## src/rtl/psot_pkg.sv

```systemverilog
// Shared constants and types for the point set overlap test block.
package psot_pkg;

    localparam int MAX_POINTS = 512;
    localparam int COORD_BITS = 24;
    localparam int ADDR_W     = (MAX_POINTS > 1) ? $clog2(MAX_POINTS) : 1;
    localparam int CNT_W      = $clog2(MAX_POINTS + 1);
    localparam int ROW_W      = 3 * COORD_BITS;
    localparam int DIFF_W     = COORD_BITS + 1;
    localparam int SQ_W       = 2 * DIFF_W;
    localparam int SUM_W      = SQ_W + 2;
    localparam int RADIUS_W   = 48;
    localparam int RATIO_W    = 16;
    localparam int CMP_W      = (SUM_W > RADIUS_W) ? SUM_W : RADIUS_W;
    localparam int PROD_W     = RATIO_W + CNT_W;

    localparam int CFG_IDX_W  = 1;
    localparam int CFG_DATA_W = 48;

    localparam logic [RADIUS_W-1:0]  RADIUS_RESET = 48'd94249;
    localparam logic [RATIO_W-1:0]   RATIO_RESET  = 16'd52429;

    localparam logic [CFG_IDX_W-1:0] REG_RADIUS = 1'b0;
    localparam logic [CFG_IDX_W-1:0] REG_RATIO  = 1'b1;

    localparam logic REQ_SET_A = 1'b0;
    localparam logic REQ_SET_B = 1'b1;

    typedef logic [ROW_W-1:0] t_row;

    // status returned by the distance unit
    typedef struct packed {
        logic done;
        logic hit;
    } t_dist_res;

endpackage

```

## src/rtl/psot_dist.sv

```systemverilog
// Shared distance unit: one squarer, three coordinates per point pair.
module psot_dist (
    input  logic                                i_clk,
    input  logic                                i_rst_n,
    input  logic                                i_start,
    input  psot_pkg::t_row                      i_probe,
    input  psot_pkg::t_row                      i_ref,
    input  logic [psot_pkg::RADIUS_W-1:0]       i_radius,
    output psot_pkg::t_dist_res                 o_res
);

    psot_pkg::t_row                        r_p;
    psot_pkg::t_row                        r_q;
    logic [1:0]                            r_k;
    logic                                  r_run;
    logic [psot_pkg::DIFF_W-1:0]           r_diff;
    logic                                  r_dv;
    logic                                  r_dlast;
    logic [psot_pkg::SQ_W-1:0]             r_sq;
    logic                                  r_sv;
    logic                                  r_slast;
    logic [psot_pkg::SUM_W-1:0]            r_sum;
    logic                                  r_done;
    logic                                  r_hit;

    logic signed [psot_pkg::COORD_BITS-1:0] s_pc;
    logic signed [psot_pkg::COORD_BITS-1:0] s_qc;
    logic signed [psot_pkg::DIFF_W-1:0]     s_diff;
    logic [psot_pkg::DIFF_W-1:0]            s_abs;
    logic [psot_pkg::SUM_W-1:0]             n_sum;
    logic                                   s_hit;

    // coordinate select: x, y, z from the top of the row down
    always_comb begin
        case (r_k)
            2'd0: begin
                s_pc = r_p[3*psot_pkg::COORD_BITS-1 -: psot_pkg::COORD_BITS];
                s_qc = r_q[3*psot_pkg::COORD_BITS-1 -: psot_pkg::COORD_BITS];
            end
            2'd1: begin
                s_pc = r_p[2*psot_pkg::COORD_BITS-1 -: psot_pkg::COORD_BITS];
                s_qc = r_q[2*psot_pkg::COORD_BITS-1 -: psot_pkg::COORD_BITS];
            end
            default: begin
                s_pc = r_p[psot_pkg::COORD_BITS-1:0];
                s_qc = r_q[psot_pkg::COORD_BITS-1:0];
            end
        endcase
    end

    assign s_diff = {s_pc[psot_pkg::COORD_BITS-1], s_pc} - {s_qc[psot_pkg::COORD_BITS-1], s_qc};
    assign s_abs  = s_diff[psot_pkg::DIFF_W-1] ? psot_pkg::DIFF_W'(-s_diff)
                                               : psot_pkg::DIFF_W'(s_diff);
    assign n_sum  = r_sum + psot_pkg::SUM_W'(r_sq);
    assign s_hit  = psot_pkg::CMP_W'(n_sum) <= psot_pkg::CMP_W'(i_radius);

    always_ff @(posedge i_clk) begin
        if (!i_rst_n) begin
            r_run  <= 1'b0;
            r_dv   <= 1'b0;
            r_sv   <= 1'b0;
            r_done <= 1'b0;
        end else begin
            // stage 1: absolute difference
            r_diff  <= s_abs;
            r_dv    <= r_run;
            r_dlast <= (r_k == 2'd2);
            // stage 2: square
            r_sq    <= psot_pkg::SQ_W'(r_diff) * psot_pkg::SQ_W'(r_diff);
            r_sv    <= r_dv;
            r_slast <= r_dlast;
            // stage 3: accumulate, compare on the last term
            r_done  <= 1'b0;
            if (r_sv) begin
                r_sum <= n_sum;
                if (r_slast) begin
                    r_done <= 1'b1;
                    r_hit  <= s_hit;
                end
            end
            if (i_start) begin
                r_p   <= i_probe;
                r_q   <= i_ref;
                r_k   <= 2'd0;
                r_run <= 1'b1;
                r_sum <= '0;
            end else if (r_run) begin
                r_k <= r_k + 2'd1;
                if (r_k == 2'd2) begin
                    r_run <= 1'b0;
                end
            end
        end
    end

    assign o_res.done = r_done;
    assign o_res.hit  = r_hit;

endmodule

```

## config.mk

```make
export PLATFORM = sky130hd
export DESIGN_NAME = psot_dist
export DESIGN_NICKNAME = d
export VERILOG_FILES = /design/src/rtl/psot_pkg.sv /design/src/rtl/psot_dist.sv
export SDC_FILE = /design/constraint.sdc
export NUM_CORES = 2
export LEC_CHECK = 0
export ABC_AREA = 0
export BUFFER_PORTS_ARGS = -buffer_cell sky130_fd_sc_hd__buf_2
export CAP_MARGIN = 20
export CORE_MARGIN = 5
export CORE_UTILIZATION = 45
export CTS_CLUSTER_SIZE = 30
export DETAILED_ROUTE_END_ITERATION = 8
export PLACE_DENSITY_LB_ADDON = 0.12
export SLEW_MARGIN = 30
export SYNTH_ARGS = -nofsm -noshare
export SYNTH_HDL_FRONTEND = slang
export SYNTH_SLANG_ARGS = --single-unit
```

## constraint.sdc

```tcl
create_clock -name i_clk -period 18.67 [get_ports i_clk]
set_clock_uncertainty 0.1 [all_clocks]
set_input_delay 1.867 -clock i_clk [delete_from_list [all_inputs] [get_ports i_clk]]
set_output_delay 1.867 -clock i_clk [all_outputs]
set_load 0.05 [all_outputs]
```

==> summary.md <==
| Metric | Value |
|---|---|
| Fin crit period | `8962 ps` |
| WHS Endpoint | `r_slast` |
| WS Path Type | `reg -> reg` |
| Area leader, netlist | `fa_1` |
| Status | `completed` |
| DRT Wirelength | `85380 um` |
| H-tree levels | `1` |
| Main synth FF type | `edfxtp_1` |
| R2R Setup Slk | `9710 ps` |
| FP Rows | `99` |
| IO Pins | `197` |
| Async S/R FF share, synth | `0` |
| HPWL after detailed placement | `67520 um` |
| Number of vias per cell | `5.268` |
| Clock sinks | `279` |
| PortBufs | `196` |
| First-pass GRT wire length | `136800 um` |
| Reg clk slew, reported paths | `70 ps` |
| Core area | `72960 um2` |
| Top post-synthesis cells by count | `709 x inv_1, 467 x fa_1, 312 x ha_1, 298 x nand2_1, 275 x edfxtp_1` |
| Area Growth Syn to Fin | `9.061%` |
| Req. time, crit path | `18860 ps` |
| CTS hold repair buffers | `0` |
| Element type at the critical path end | `register` |
| Clk buf depth | `3` |
| GRT Util Overall | `0.2163` |
| TritonCTS clock tree | `done` |
| Antenna violations before repair | `7` |
| Hold Crit Class | `reg -> reg` |
| Fin nets | `4426` |
| RR Endpoint | `r_sq[48]` |
| Die Y | `281.4 um` |
| Synth Net Count | `4279` |
| Post-synth EDFFs | `275` |
| Final setup violation count | `0` |
| Top post-synthesis cells by area | `fa_1 28%, edfxtp_1 25%, ha_1 12%` |
| CTS buffer count | `29` |
| Number of global-route vias before repair | `25380` |
| Hold Path Depth | `0` |
| Die area | `79210 um2` |
| R2R depth | `24` |
| GPL Wtd Cong | `0.9041` |
| Worst-path fanout max | `21` |
| Top-area cell type share of the netlist area | `0.2820` |
| Syn_area_per_cell | `10.03 um2` |
| Final Cycle Share | `0.4800` |
| Initial DRC count | `1283` |
| Post-route ant nets | `0` |
| Post-CTS Setup Bufs | `0` |
| Total grt overflow | `0` |
| Netlist Area Pre-Place | `33150 um2` |
| Cells after Synth | `3305` |
| Yosys warns | `0` |
| RSZ-0062 raised after global routing | `no` |
| Post_cts resized | `0` |
| DRC viols | `0` |
| Root Driver | `clkbuf_16` |
| Fmax | `0.1116 GHz` |
| Seq/Total Area, Yosys | `0.2515` |
| Most common cell in the synthesized netlist | `inv_1` |
| Initial Util | `0.4544` |
| WL/cell | `19.25 um` |
| Distinct cells, synth | `77` |
| Vias | `23370` |
| Synth Register Bits | `279` |
| Largest net degree at the start of global routing | `84` |
| Layout cell share with drive strength beyond 1 | `0.08662` |
| Chip width | `281.4 um` |
| Final Max Slew Viols | `0` |
| Max_cap viols | `0` |
| Worst-Skew Late Latency | `580 ps` |
| Setup TNS Final | `0 ps` |
| Pin slew with the least headroom to its limit | `1030 ps` |
| Drt pass-1 iters | `5` |
| Hold Path Origin | `r_dlast` |
| R2R Path Start | `r_diff[19]` |
| Crit start category | `register` |
| Worst path arrival time | `9150 ps` |
| Slew headroom | `0.3131` |
| Final Hold Vio Count | `0` |
sequential cells by signal (all words and copies together), names as in the netlist:
register	count
r_diff	25
r_dlast	1
r_done	1
r_dv	1
r_hit	1
r_k	2
r_p	72
r_q	72
r_run	1
r_slast	1
r_sq	49
r_sum	52
r_sv	1
how the worst max path moves through the flow:
stage | cells after the start | end | slack [ps] | startpoint
2_1_floorplan | 26 | r_sq[49] | 11340 | r_diff[22]
3_3_place_gp | 25 | r_sq[49] | 9720 | r_diff[3]
3_5_place_dp | 23 | r_sq[48] | 9720 | r_diff[11]
4_1_cts | 23 | r_sq[48] | 9650 | r_diff[11]
5_1_grt | 24 | r_sq[48] | 9300 | r_diff[19]
6_report | 24 | r_sq[48] | 9710 | r_diff[19]
final cells by class:
| class | count | area (um2) |
|---|---|---|
| flip-flops and latches | 279 | 8338 |
| clock inverters | 23 | 254.0 |
| inverters | 709 | 2664 |
| multi-input cells | 2206 | 21730 |
| fillers | 6807 | 36800 |
| clock buffers | 31 | 733.2 |
| well taps | 959 | 1200 |
| diodes | 2 | 5.005 |
| repair buffers | 227 | 1235 |
cell families (layout without fill, tap and decap cells):
group | after synthesis | count (layout) | share of synthesized area
AO/OA/AOI/OAI | 536 | 536 | 0.1060
XOR/XNOR | 146 | 146 | 0.03857
adder cells (fa/ha/maj) | 779 | 779 | 0.3997
buffers and inverters | 820 | 990 | 0.09355
flip-flops | 279 | 279 | 0.2515
multiplexers | 6 | 6 | 0.001887
other | 0 | 2 | 0
AND/OR/NAND/NOR | 739 | 739 | 0.1088
layer usage:
layer | share of wire | GRT usage
met1 | 0.42 | 0.2853
met2 | 0.52 | 0.3943
met5 | 0.00015 | 0
met3 | 0.039 | 0.01971
met4 | 0.021 | 0.04085
through the flow:
| stage | hold slack [ps] | instances | worst slack (ps) | util | cell area [um2] |
|---|---|---|---|---|---|
| floorplan | 300.3 | 3305 | 11340 | - | 33150 |
| global route | 339.7 | 4435 | 9302 | 0.4956 | 36160 |
| global placement | 304.3 | 4377 | 9717 | 0.4814 | 35120 |
| finish | 331.5 | 4436 | 9708 | 0.4956 | 36160 |
| CTS | 339.4 | 4433 | 9655 | 0.4953 | 36130 |
| detailed placement | 322.6 | 4379 | 9722 | 0.4817 | 35150 |
cells in the final DEF, fill, tap and decap left out, types with 25 or more instances in the layout:
cell,instances
nand2_1,298
xor2_1,48
a22oi_1,26
a21o_1,75
a21oi_1,172
buf_4,28
ha_1,310
and2_1,130
fa_1,467
clkbuf_16,29
buf_2,195
nor2_1,104
o21ai_0,88
nor2b_1,67
nand3_1,27
nand4_1,27
nor3_1,25
inv_1,708
edfxtp_1,275
xnor2_1,98
critical path, stage by stage, from the launching register on:
cell	delay, ps
edfxtp_1	1020
inv_1	340
nor2_1	280
inv_1	100
fa_1	420
inv_1	90
fa_1	440
fa_1	450
fa_1	540
fa_1	450
fa_1	500
inv_1	50
fa_1	480
inv_1	50
ha_1	360
and3_1	240
a221oi_1	260
o21a_1	230
o21ai_0	120
a31oi_1	430
a21boi_0	260
a31oi_1	540
o21ai_0	310
a2111oi_0	520
a311oi_1	80
Power is left out: the tool's default activity adds up to more than one toggle a clock period on the data nets, which glitch-free logic cannot reach.
